**src/rtl/fbpa_pkg.sv**
```systemverilog
`timescale 1ns / 1ps
package fbpa_pkg;

  localparam int SLOT_COUNT_W  = 9;
  localparam int OBJ_BYTES_W   = 13;
  localparam int OFFSET_W      = 20;
  localparam int BYTES_W       = 21;
  localparam int CFG_DATA_W    = 13;
  localparam int CFG_IDX_W     = 1;
  localparam int MIN_OBJ_BYTES = 8;
  localparam int SLOT_COUNT_RST = 256;
  localparam int OBJ_BYTES_RST  = 64;
  localparam logic [BYTES_W-1:0] BYTES_MAX = {BYTES_W{1'b1}};

  typedef enum logic [1:0] {
    CMD_ALLOC   = 2'd0,
    CMD_FREE    = 2'd1,
    CMD_RESTART = 2'd2
  } cmd_e;

  typedef enum logic [1:0] {
    ST_OK       = 2'd0,
    ST_EMPTY    = 2'd1,
    ST_BAD_FREE = 2'd2
  } status_e;

  typedef enum logic [CFG_IDX_W-1:0] {
    CFG_SLOT_COUNT   = 1'b0,
    CFG_OBJECT_BYTES = 1'b1
  } cfg_idx_e;

  typedef enum logic [2:0] {
    BK_IDLE,
    BK_LINK,
    BK_DIV,
    BK_FREE,
    BK_MUL,
    BK_DONE
  } bk_state_e;

  typedef struct packed {
    logic [1:0]          command;
    logic [OFFSET_W-1:0] free_offset;
  } in_item_t;

  typedef struct packed {
    logic [1:0]          status;
    logic [OFFSET_W-1:0] alloc_offset;
    logic [BYTES_W-1:0]  used_bytes;
    logic [BYTES_W-1:0]  peak_bytes;
  } out_item_t;

  typedef struct packed {
    logic [1:0]          command;
    logic [OFFSET_W-1:0] free_offset;
    logic                in_range;
  } req_entry_t;

endpackage

```
**src/rtl/fbpa_front.sv**
```systemverilog
`timescale 1ns / 1ps
module fbpa_front
  import fbpa_pkg::*;
#(
  parameter int SLOTS = 256
) (
  input  logic                             clk_i,
  input  logic                             rst_ni,
  input  logic                             in_valid_i,
  output logic                             in_ready_o,
  input  in_item_t                         in_item_i,
  input  logic [$clog2(SLOTS+1)-1:0]       count_i,
  input  logic [OBJ_BYTES_W-1:0]           size_i,
  output logic                             req_valid_o,
  input  logic                             req_ready_i,
  output req_entry_t                       req_o
);

  localparam int SLOT_W = $clog2(SLOTS + 1);
  localparam int LIM_W  = SLOT_W + OBJ_BYTES_W;
  localparam int CMP_W  = (LIM_W > OFFSET_W) ? LIM_W : OFFSET_W;

  logic             valid_q, valid_d;
  req_entry_t       req_q, req_d;
  logic [LIM_W-1:0] limit;
  logic             take;

  // pool byte limit for the bounds check on free
  assign limit      = LIM_W'(count_i) * LIM_W'(size_i);
  assign in_ready_o = !valid_q || req_ready_i;
  assign take       = in_valid_i && in_ready_o;

  always_comb begin
    valid_d = valid_q;
    req_d   = req_q;
    if (take) begin
      valid_d           = 1'b1;
      req_d.command     = in_item_i.command;
      req_d.free_offset = in_item_i.free_offset;
      req_d.in_range    = CMP_W'(in_item_i.free_offset) < CMP_W'(limit);
    end else if (req_ready_i) begin
      valid_d = 1'b0;
    end
  end

  always_ff @(posedge clk_i or negedge rst_ni) begin
    if (!rst_ni) begin
      valid_q <= 1'b0;
    end else begin
      valid_q <= valid_d;
    end
  end

  always_ff @(posedge clk_i) begin
    req_q <= req_d;
  end

  assign req_valid_o = valid_q;
  assign req_o       = req_q;

endmodule

```
**src/rtl/fbpa_queue.sv**
```systemverilog
`timescale 1ns / 1ps
module fbpa_queue
  import fbpa_pkg::*;
(
  input  logic       clk_i,
  input  logic       rst_ni,
  input  logic       push_valid_i,
  output logic       push_ready_o,
  input  req_entry_t push_i,
  output logic       pop_valid_o,
  input  logic       pop_ready_i,
  output req_entry_t pop_o
);

  req_entry_t entry_q [2];
  logic       wr_ptr_q, wr_ptr_d;
  logic       rd_ptr_q, rd_ptr_d;
  logic [1:0] cnt_q, cnt_d;
  logic       push, pop;

  assign push_ready_o = cnt_q != 2'd2;
  assign pop_valid_o  = cnt_q != 2'd0;
  assign push         = push_valid_i && push_ready_o;
  assign pop          = pop_valid_o && pop_ready_i;
  assign pop_o        = entry_q[rd_ptr_q];

  always_comb begin
    wr_ptr_d = push ? !wr_ptr_q : wr_ptr_q;
    rd_ptr_d = pop ? !rd_ptr_q : rd_ptr_q;
    cnt_d    = cnt_q;
    if (push && !pop) begin
      cnt_d = cnt_q + 2'd1;
    end else if (pop && !push) begin
      cnt_d = cnt_q - 2'd1;
    end
  end

  always_ff @(posedge clk_i or negedge rst_ni) begin
    if (!rst_ni) begin
      wr_ptr_q <= 1'b0;
      rd_ptr_q <= 1'b0;
      cnt_q    <= 2'd0;
    end else begin
      wr_ptr_q <= wr_ptr_d;
      rd_ptr_q <= rd_ptr_d;
      cnt_q    <= cnt_d;
    end
  end

  always_ff @(posedge clk_i) begin
    if (push) begin
      entry_q[wr_ptr_q] <= push_i;
    end
  end

endmodule

```
**src/rtl/fbpa_back.sv**
```systemverilog
`timescale 1ns / 1ps
module fbpa_back
  import fbpa_pkg::*;
#(
  parameter int SLOTS = 256
) (
  input  logic                       clk_i,
  input  logic                       rst_ni,
  input  logic                       restart_i,
  input  logic [$clog2(SLOTS+1)-1:0] count_i,
  input  logic [OBJ_BYTES_W-1:0]     size_i,
  input  logic                       req_valid_i,
  output logic                       req_ready_o,
  input  req_entry_t                 req_i,
  output logic                       out_valid_o,
  input  logic                       out_ready_i,
  output out_item_t                  out_item_o
);

  localparam int SLOT_W = $clog2(SLOTS + 1);
  localparam int QW     = $clog2(SLOTS);
  localparam int STEP_W = $clog2(QW + 1);
  localparam int PROD_W = QW + OBJ_BYTES_W;
  localparam logic [SLOT_W-1:0] EMPTY_MARK = SLOT_W'(SLOTS);

  bk_state_e state_q, state_d;

  logic [SLOT_W-1:0]      head_q, head_d;
  logic [SLOT_W-1:0]      fresh_q, fresh_d;
  logic [BYTES_W-1:0]     used_q, used_d;
  logic [BYTES_W-1:0]     peak_q, peak_d;
  logic [QW-1:0]          slot_q, slot_d;
  logic [OBJ_BYTES_W-1:0] rem_q, rem_d;
  logic [QW-1:0]          dvd_q, dvd_d;
  logic [STEP_W-1:0]      step_q, step_d;
  logic [1:0]             status_q, status_d;
  logic [OFFSET_W-1:0]    alloc_q, alloc_d;
  logic                   out_valid_q, out_valid_d;
  out_item_t              out_q, out_d;

  logic [SLOT_W-1:0] link_mem [SLOTS];
  logic [SLOT_W-1:0] rd_data_q;
  logic              link_re, link_we;

  logic                 pop, head_live, last_step, out_free;
  logic [OBJ_BYTES_W:0] trial;
  logic                 trial_ge;
  logic [PROD_W-1:0]    prod;
  logic [BYTES_W:0]     sum;
  logic [BYTES_W-1:0]   used_add;

  assign req_ready_o = state_q == BK_IDLE;
  assign pop         = req_valid_i && req_ready_o;
  assign head_live   = head_q < EMPTY_MARK;
  assign last_step   = step_q == STEP_W'(QW - 1);
  assign out_free    = !out_valid_q || out_ready_i;

  // one restoring division step per cycle
  assign trial    = {rem_q, dvd_q[QW-1]};
  assign trial_ge = trial >= (OBJ_BYTES_W + 1)'(size_i);

  assign prod     = PROD_W'(slot_q) * PROD_W'(size_i);
  assign sum      = {1'b0, used_q} + (BYTES_W + 1)'(size_i);
  assign used_add = sum[BYTES_W] ? BYTES_MAX : sum[BYTES_W-1:0];

  always_comb begin
    state_d = state_q;
    case (state_q)
      BK_IDLE: begin
        if (pop) begin
          case (req_i.command)
            CMD_ALLOC: begin
              if (head_live) begin
                state_d = BK_LINK;
              end else if (fresh_q < count_i) begin
                state_d = BK_MUL;
              end else begin
                state_d = BK_DONE;
              end
            end
            CMD_FREE: state_d = req_i.in_range ? BK_DIV : BK_DONE;
            default:  state_d = BK_DONE;
          endcase
        end
      end
      BK_LINK: state_d = BK_MUL;
      BK_DIV:  state_d = last_step ? BK_FREE : BK_DIV;
      BK_FREE: state_d = BK_DONE;
      BK_MUL:  state_d = BK_DONE;
      BK_DONE: state_d = out_free ? BK_IDLE : BK_DONE;
      default: state_d = BK_IDLE;
    endcase
  end

  always_comb begin
    head_d      = head_q;
    fresh_d     = fresh_q;
    used_d      = used_q;
    peak_d      = peak_q;
    slot_d      = slot_q;
    rem_d       = rem_q;
    dvd_d       = dvd_q;
    step_d      = step_q;
    status_d    = status_q;
    alloc_d     = alloc_q;
    out_valid_d = out_valid_q;
    out_d       = out_q;
    link_re     = 1'b0;
    link_we     = 1'b0;

    if (out_valid_q && out_ready_i) begin
      out_valid_d = 1'b0;
    end

    case (state_q)
      BK_IDLE: begin
        if (pop) begin
          status_d = ST_OK;
          alloc_d  = '0;
          case (req_i.command)
            CMD_ALLOC: begin
              if (head_live) begin
                link_re = 1'b1;
                slot_d  = head_q[QW-1:0];
              end else if (fresh_q < count_i) begin
                slot_d  = fresh_q[QW-1:0];
                fresh_d = fresh_q + SLOT_W'(1);
              end else begin
                status_d = ST_EMPTY;
              end
            end
            CMD_FREE: begin
              if (req_i.in_range) begin
                rem_d  = OBJ_BYTES_W'(req_i.free_offset >> QW);
                dvd_d  = req_i.free_offset[QW-1:0];
                step_d = '0;
              end else begin
                status_d = ST_BAD_FREE;
              end
            end
            CMD_RESTART: begin
              head_d  = EMPTY_MARK;
              fresh_d = '0;
              used_d  = '0;
              peak_d  = '0;
            end
            default: begin
            end
          endcase
        end
      end
      BK_LINK: begin
        head_d = (rd_data_q > EMPTY_MARK) ? EMPTY_MARK : rd_data_q;
      end
      BK_DIV: begin
        rem_d  = trial_ge ? OBJ_BYTES_W'(trial - (OBJ_BYTES_W + 1)'(size_i))
                          : OBJ_BYTES_W'(trial);
        dvd_d  = dvd_q << 1;
        slot_d = QW'({slot_q, trial_ge});
        step_d = step_q + STEP_W'(1);
      end
      BK_FREE: begin
        if (rem_q == '0) begin
          link_we = 1'b1;
          head_d  = SLOT_W'(slot_q);
          used_d  = (used_q >= BYTES_W'(size_i)) ? used_q - BYTES_W'(size_i) : '0;
        end else begin
          status_d = ST_BAD_FREE;
        end
      end
      BK_MUL: begin
        alloc_d = OFFSET_W'(prod);
        used_d  = used_add;
        peak_d  = (used_add > peak_q) ? used_add : peak_q;
      end
      BK_DONE: begin
        if (out_free) begin
          out_valid_d        = 1'b1;
          out_d.status       = status_q;
          out_d.alloc_offset = alloc_q;
          out_d.used_bytes   = used_q;
          out_d.peak_bytes   = peak_q;
        end
      end
      default: begin
      end
    endcase

    if (restart_i) begin
      head_d  = EMPTY_MARK;
      fresh_d = '0;
      used_d  = '0;
      peak_d  = '0;
    end
  end

  always_ff @(posedge clk_i or negedge rst_ni) begin
    if (!rst_ni) begin
      state_q     <= BK_IDLE;
      head_q      <= EMPTY_MARK;
      fresh_q     <= '0;
      used_q      <= '0;
      peak_q      <= '0;
      out_valid_q <= 1'b0;
    end else begin
      state_q     <= state_d;
      head_q      <= head_d;
      fresh_q     <= fresh_d;
      used_q      <= used_d;
      peak_q      <= peak_d;
      out_valid_q <= out_valid_d;
    end
  end

  always_ff @(posedge clk_i) begin
    slot_q   <= slot_d;
    rem_q    <= rem_d;
    dvd_q    <= dvd_d;
    step_q   <= step_d;
    status_q <= status_d;
    alloc_q  <= alloc_d;
    out_q    <= out_d;
  end

  // free-list links
  always_ff @(posedge clk_i) begin
    if (link_we) begin
      link_mem[slot_q] <= head_q;
    end
    if (link_re) begin
      rd_data_q <= link_mem[head_q[QW-1:0]];
    end
  end

  assign out_valid_o = out_valid_q;
  assign out_item_o  = out_q;

endmodule

```
**src/rtl/fixed_block_pool_allocator.sv**
```systemverilog
`timescale 1ns / 1ps
// channel   direction  handshake                  payload
// cfg       in         cfg_valid_i / cfg_ready_o  cfg_index_i, cfg_data_i
// request   in         in_valid_i / in_ready_o    in_item_i (command, free_offset)
// result    out        out_valid_o / out_ready_i  out_item_o (status, offsets, byte counts)
// a request passes an input register and a two-entry queue before the back end runs it
// back end steps: allocate passes LINK (when reusing a freed slot) and MUL, free passes DIV
// and FREE (one quotient bit per cycle in the offset divider); an exhausted pool, an
// out-of-range free, restart and unused commands skip to DONE; one request at a time
// reset empties the pool; the link memory needs no clearing pass
// a waiting result stalls the back end; the front takes requests until queue and register fill
module fixed_block_pool_allocator
  import fbpa_pkg::*;
#(
  parameter int SLOTS            = 256,
  parameter int MAX_OBJECT_BYTES = 4096
) (
  input  logic                  clk_i,
  input  logic                  rst_ni,
  input  logic                  cfg_valid_i,
  output logic                  cfg_ready_o,
  input  logic [CFG_IDX_W-1:0]  cfg_index_i,
  input  logic [CFG_DATA_W-1:0] cfg_data_i,
  input  logic                  in_valid_i,
  output logic                  in_ready_o,
  input  in_item_t              in_item_i,
  output logic                  out_valid_o,
  input  logic                  out_ready_i,
  output out_item_t             out_item_o
);

  localparam int SLOT_W = $clog2(SLOTS + 1);
  localparam logic [31:0] MAX_BYTES32 = MAX_OBJECT_BYTES;

  logic [SLOT_COUNT_W-1:0] slot_count_q, slot_count_d;
  logic [OBJ_BYTES_W-1:0]  object_bytes_q, object_bytes_d;
  logic                    cfg_write;
  logic [SLOT_W-1:0]       count_eff;
  logic [OBJ_BYTES_W-1:0]  size_eff;

  logic       req_valid, req_ready;
  req_entry_t req;
  logic       bk_valid, bk_ready;
  req_entry_t bk_req;

  assign cfg_ready_o = 1'b1;
  assign cfg_write   = cfg_valid_i && cfg_ready_o;

  always_comb begin
    slot_count_d   = slot_count_q;
    object_bytes_d = object_bytes_q;
    if (cfg_write) begin
      case (cfg_index_i)
        CFG_SLOT_COUNT:   slot_count_d   = cfg_data_i[SLOT_COUNT_W-1:0];
        CFG_OBJECT_BYTES: object_bytes_d = cfg_data_i[OBJ_BYTES_W-1:0];
        default: begin
        end
      endcase
    end
  end

  always_ff @(posedge clk_i or negedge rst_ni) begin
    if (!rst_ni) begin
      slot_count_q   <= SLOT_COUNT_W'(SLOT_COUNT_RST);
      object_bytes_q <= OBJ_BYTES_W'(OBJ_BYTES_RST);
    end else begin
      slot_count_q   <= slot_count_d;
      object_bytes_q <= object_bytes_d;
    end
  end

  always_comb begin
    if (slot_count_q == '0) begin
      count_eff = SLOT_W'(1);
    end else if (32'(slot_count_q) > 32'(SLOTS)) begin
      count_eff = SLOT_W'(SLOTS);
    end else begin
      count_eff = SLOT_W'(slot_count_q);
    end
    if (object_bytes_q < OBJ_BYTES_W'(MIN_OBJ_BYTES)) begin
      size_eff = OBJ_BYTES_W'(MIN_OBJ_BYTES);
    end else if (32'(object_bytes_q) > MAX_BYTES32) begin
      size_eff = OBJ_BYTES_W'(MAX_BYTES32);
    end else begin
      size_eff = object_bytes_q;
    end
  end

  fbpa_front #(
    .SLOTS(SLOTS)
  ) u_front (
    .clk_i       (clk_i),
    .rst_ni      (rst_ni),
    .in_valid_i  (in_valid_i),
    .in_ready_o  (in_ready_o),
    .in_item_i   (in_item_i),
    .count_i     (count_eff),
    .size_i      (size_eff),
    .req_valid_o (req_valid),
    .req_ready_i (req_ready),
    .req_o       (req)
  );

  fbpa_queue u_queue (
    .clk_i        (clk_i),
    .rst_ni       (rst_ni),
    .push_valid_i (req_valid),
    .push_ready_o (req_ready),
    .push_i       (req),
    .pop_valid_o  (bk_valid),
    .pop_ready_i  (bk_ready),
    .pop_o        (bk_req)
  );

  fbpa_back #(
    .SLOTS(SLOTS)
  ) u_back (
    .clk_i       (clk_i),
    .rst_ni      (rst_ni),
    .restart_i   (cfg_write),
    .count_i     (count_eff),
    .size_i      (size_eff),
    .req_valid_i (bk_valid),
    .req_ready_o (bk_ready),
    .req_i       (bk_req),
    .out_valid_o (out_valid_o),
    .out_ready_i (out_ready_i),
    .out_item_o  (out_item_o)
  );

endmodule

```
**config.mk**
```make
export PLATFORM = sky130hd
export DESIGN_NAME = fixed_block_pool_allocator
export DESIGN_NICKNAME = d
export VERILOG_FILES = /design/src/rtl/fbpa_pkg.sv /design/src/rtl/fbpa_front.sv /design/src/rtl/fbpa_queue.sv /design/src/rtl/fbpa_back.sv /design/src/rtl/fixed_block_pool_allocator.sv
export SDC_FILE = /design/constraint.sdc
export NUM_CORES = 2
export LEC_CHECK = 0
export ABC_AREA = 1
export BUFFER_PORTS_ARGS = -buffer_cell sky130_fd_sc_hd__buf_2
export CAP_MARGIN = 20
export CORE_MARGIN = 3
export CORE_UTILIZATION = 26
export CTS_CLUSTER_SIZE = 28
export DETAILED_ROUTE_END_ITERATION = 8
export PLACE_DENSITY_LB_ADDON = 0.2
export SYNTH_ARGS = -nofsm -noshare
export SYNTH_HDL_FRONTEND = slang
export SYNTH_SLANG_ARGS = --single-unit
```
**constraint.sdc**
```tcl
create_clock -name clk_i -period 7.7 [get_ports clk_i]
set_clock_uncertainty 0.05 [all_clocks]
set_input_delay 1.54 -clock clk_i [delete_from_list [all_inputs] [get_ports clk_i]]
set_output_delay 1.54 -clock clk_i [all_outputs]
set_load 0.05 [all_outputs]
```
==> metrics.md <==
| Metric | Value |
|---|---|
| GR Overflow Total | 0 |
| CTS Buffer Depth | 4 |
| R2R Setup Slk | 0.60 ns |
| Fin crit period | 7.10 ns |
| Min setup slack post-route | 0.597 ns |
| Top_reg_cell synth | edfxtp_1 |
| PwrDens | 304 mW/mm² |
| Multi-input logic area | 0.0331 mm² |
| Worst path slowest cell | clkinv_1 |
| CP endpoint kind | flop |
| Status | complete, no violations |
| RSZ-0062 raised after global routing | false |
| P_int | 26600 µW |
| Switching share of power | 32.8% |
| Synth Area in Compound Gates | 1.53% |
| Fin. Hold Viols | 0 |
| Total core area | 0.438 mm² |
| Crit path buffers/inverters | 5 |
| HPWL Detailed | 201000 µm |
| Drt pass-1 iters | 5 |
| Mux cell area share after synthesis | 0.0557% |
| Startpoint types | flop |
| Met2 WL | 162000 µm |
| Slew margin rel. | 26.1% |
| Number of hold buffers added after CTS | 0 |
| Die height | 670 µm |
| Gp weighted congestion | 0.841 |
| Avg WL per Cell | 21.4 µm |
| MaxCap Viol Count | 0 |
| Port buffer count | 106 |
| Crit Path Category | flop to flop |
| Latest clock arrival within the worst-skew pair | 0.90 ns |
| Cell depth of the worst hold path | 0 |
| Layout cell share with drive strength beyond 1 | 6.60% |
| Synth Area in XOR/XNOR | 0.405% |
| Pre-CTS setup slack | 0.639 ns |
| Largest family of logic cells by synthesized area | simple AND/OR/NAND/NOR gates |
| RR Startpoint | object_bytes_q[6] |
| H-tree levels | 5 |
| I/O pins | 108 |
| Drt initial violations | 6791 |
| Initial Util | 26.1% |
| Cell family with most CP delay | adder cells |
| Total GRT Usage | 15.0% |
| Worst hold path type | flop to flop |
| Comb pwr share | 22.5% |
| Max Used Layer | met4 |
| Vias in the first global route | 73800 |
| Simple-Gate Fraction of Synth Area | 22.4% |
| Mapped cell area | 0.115 mm² |
| Setup bufs post-CTS | 0 |
| Syn Area/Cell | 11.1 µm² |
| Post-Route WL | 349000 µm |
| Worst Hold Launch | u_back.alloc_q[13] |
| Synth-to-layout area growth | 13.8% |
| DIE WIDTH | 670 µm |
| Post-route setup TNS | 0 ns |
| Clock network power share | 34.4% |
| # setup viols final | 0 |
| VDD IR max | 0.212 mV |
| Pin count of the biggest net entering global routing | 187 |
| Inserted Clock Buffers | 299 |
| Nets | 10600 |
| CTS Sinks | 2592 |
| Fill cells | 44900 |
| Clk slew on worst S/H paths | 0.06 ns |
| DRT met1 WL | 159000 µm |
| Hold path endpoint | u_back.out_item_o[55] |
| Netlist cell types | 51 |
| CTS root buf | clkbuf_16 |
| Worst slew pin tran | 1.10 ns |
| Static leakage | 0.0461 µW |
| Post-synthesis cell count | 10300 |
| FMAX | 141 MHz |
| Sw power | 13000 µW |
| Met3 Wirelength | 18900 µm |
| First-pass GRT wire length | 512000 µm |
| Die Footprint | 0.449 mm² |
| Post-synthesis adder-cell area fraction | 4.42% |
| Synth warnings | 0 |
| Worst Reg-to-Reg Cells | 32 |
| Initial antenna violation count | 8 |
| TritonCTS clock tree | yes |
| DRC | 0 |
| Async S/R FF share, synth | 3.51% |
| Flop pwr share | 43.1% |
| Post-synth EDFFs | 2501 |
| Final period util | 92.2% |
| #FFs+latches synth | 2592 |
| Storage cell area | 0.0774 mm² |
| Required time of the critical path | 8.29 ns |
| Syn nets | 10700 |
| Most used cell, CP | nand2_1 |
| Final ANT Viol Nets | 0 |
| Core Rows | 243 |
| Max Slew Vio Count | 0 |
| Worst reg2reg endpoint | u_front.req_o[0] |
| Slowest Stage Delay on Critical Path | 0.57 ns |
| DR vias/cell | 4.67 |
| Via count | 76100 |
| CP arrival | 7.69 ns |
| Worst Path Max Fanout | 9 |
| Post-synthesis sequential area ratio | 67.5% |
| Post-CTS sizing | 0 |
==> stage by stage <==
step	utilization [%]	power (µW)	hold WS, ns	instances	cell area [µm²]
finish	29.7	39600	0.370	16300	130000
global route	29.7	41500	0.378	16300	130000
CTS	29.7	40100	0.372	16300	130000
detailed placement	27.6	26400	0.356	15800	121000
global placement	27.6	26300	0.354	15800	121000
floorplan	-	22800	0.350	10300	115000
==> worst reg2reg max path, delay by kind of cell, from the launching register on <==
| family | cells | cell delay, ns |
|---|---|---|
| adder cells (fa/ha/maj) | 6 | 2.22 |
| AND/OR/NAND/NOR | 16 | 2.01 |
| buffers and inverters | 5 | 1.01 |
| AO/OA/AOI/OAI | 4 | 0.86 |
| flip-flops | 1 | 0.54 |
| XOR/XNOR | 1 | 0.15 |
==> cell families after synthesis <==
kind of cell | count (synthesis)
simple gates | 5980
flops | 2592
buf+inv | 1029
fa+ha+maj | 317
compound gates | 316
xor+xnor | 53
mux | 6
other cells | 1
==> per-layer routing <==
metal	global-route usage (%)	up-vias
met2	24.2	1993
met5	0	-
li1	-	35600
met1	21.0	38100
met4	4.09	0
met3	2.24	395
==> flip-flops by register name, summed over array words and instances (netlist names), 13 cells and up <==
signal / cells
object_bytes_q: 13
u_back.alloc_q: 20
u_back.link_mem: 2304
u_back.out_item_o: 64
u_back.peak_q: 21
u_back.rem_q: 13
u_back.used_q: 21
u_front.req_o: 23
u_queue.entry_q: 46
==> synth_stat cells, types with 20 or more instances <==
| cell type | number | share of area (%) |
|---|---|---|
| a21oi_1 | 107 | 0.47 |
| buf_1 | 107 | 0.35 |
| buf_2 | 276 | 1.2 |
| clkbuf_1 | 236 | 0.77 |
| dfrtp_1 | 88 | 1.9 |
| edfxtp_1 | 2501 | 66 |
| fa_1 | 146 | 2.6 |
| ha_1 | 171 | 1.9 |
| inv_1 | 382 | 1.3 |
| nand2_1 | 3018 | 9.9 |
| nand3_1 | 2384 | 10 |
| nand4_1 | 24 | 0.13 |
| nor2_1 | 503 | 1.6 |
| nor3_1 | 20 | 0.087 |
| o21ai_0 | 111 | 0.48 |
| o21ai_1 | 20 | 0.087 |
| xor2_1 | 35 | 0.27 |
==> placed cells by master, fill, tap and decap left out, drive strengths merged, types with 17 or more instances in the layout <==
| cell type | count |
|---|---|
| nand3 | 2388 |
| o21ai | 133 |
| inv | 403 |
| nor3 | 21 |
| dfrtp | 88 |
| ha | 171 |
| nor2 | 509 |
| fa | 146 |
| xnor2 | 18 |
| clkinv | 115 |
| xor2 | 35 |
| a31oi | 17 |
| clkbuf | 382 |
| nand4 | 25 |
| bufinv | 17 |
| edfxtp | 2501 |
| a21oi | 107 |
| buf | 222 |
| nand2 | 3019 |
==> power by group through the flow <==
stage	clock network, µW	logic, µW	registers (µW)
after global placement	0	8950	17400
after global routing	14500	9810	17100
after detailed placement	0	9010	17400
after CTS	14000	9040	17100
final	13600	8910	17100
after floorplan	0	4970	17800
==> worst max-delay path by stage <==
stage,from,end,cells past startpoint
5_1_grt,object_bytes_q[6],u_front.req_o[0],32
4_1_cts,object_bytes_q[6],u_front.req_o[0],32
2_1_floorplan,object_bytes_q[6],u_front.req_o[0],33
3_3_place_gp,object_bytes_q[6],u_front.req_o[0],32
3_5_place_dp,object_bytes_q[6],u_front.req_o[0],32
6_report,object_bytes_q[6],u_front.req_o[0],32
==> layout make-up <==
class	instances	share of cell area (%)
Clock inverter	132	0.972
Timing Repair Buffer	222	1.35
Sequential cell	2592	59.4
Inverter	407	1.19
Antenna cell	6	0.0115
Clock buffer	382	6.05
Multi-Input combinational cell	6673	25.4
Tap cell	5880	5.64
(Power assumes the default switching activity.)
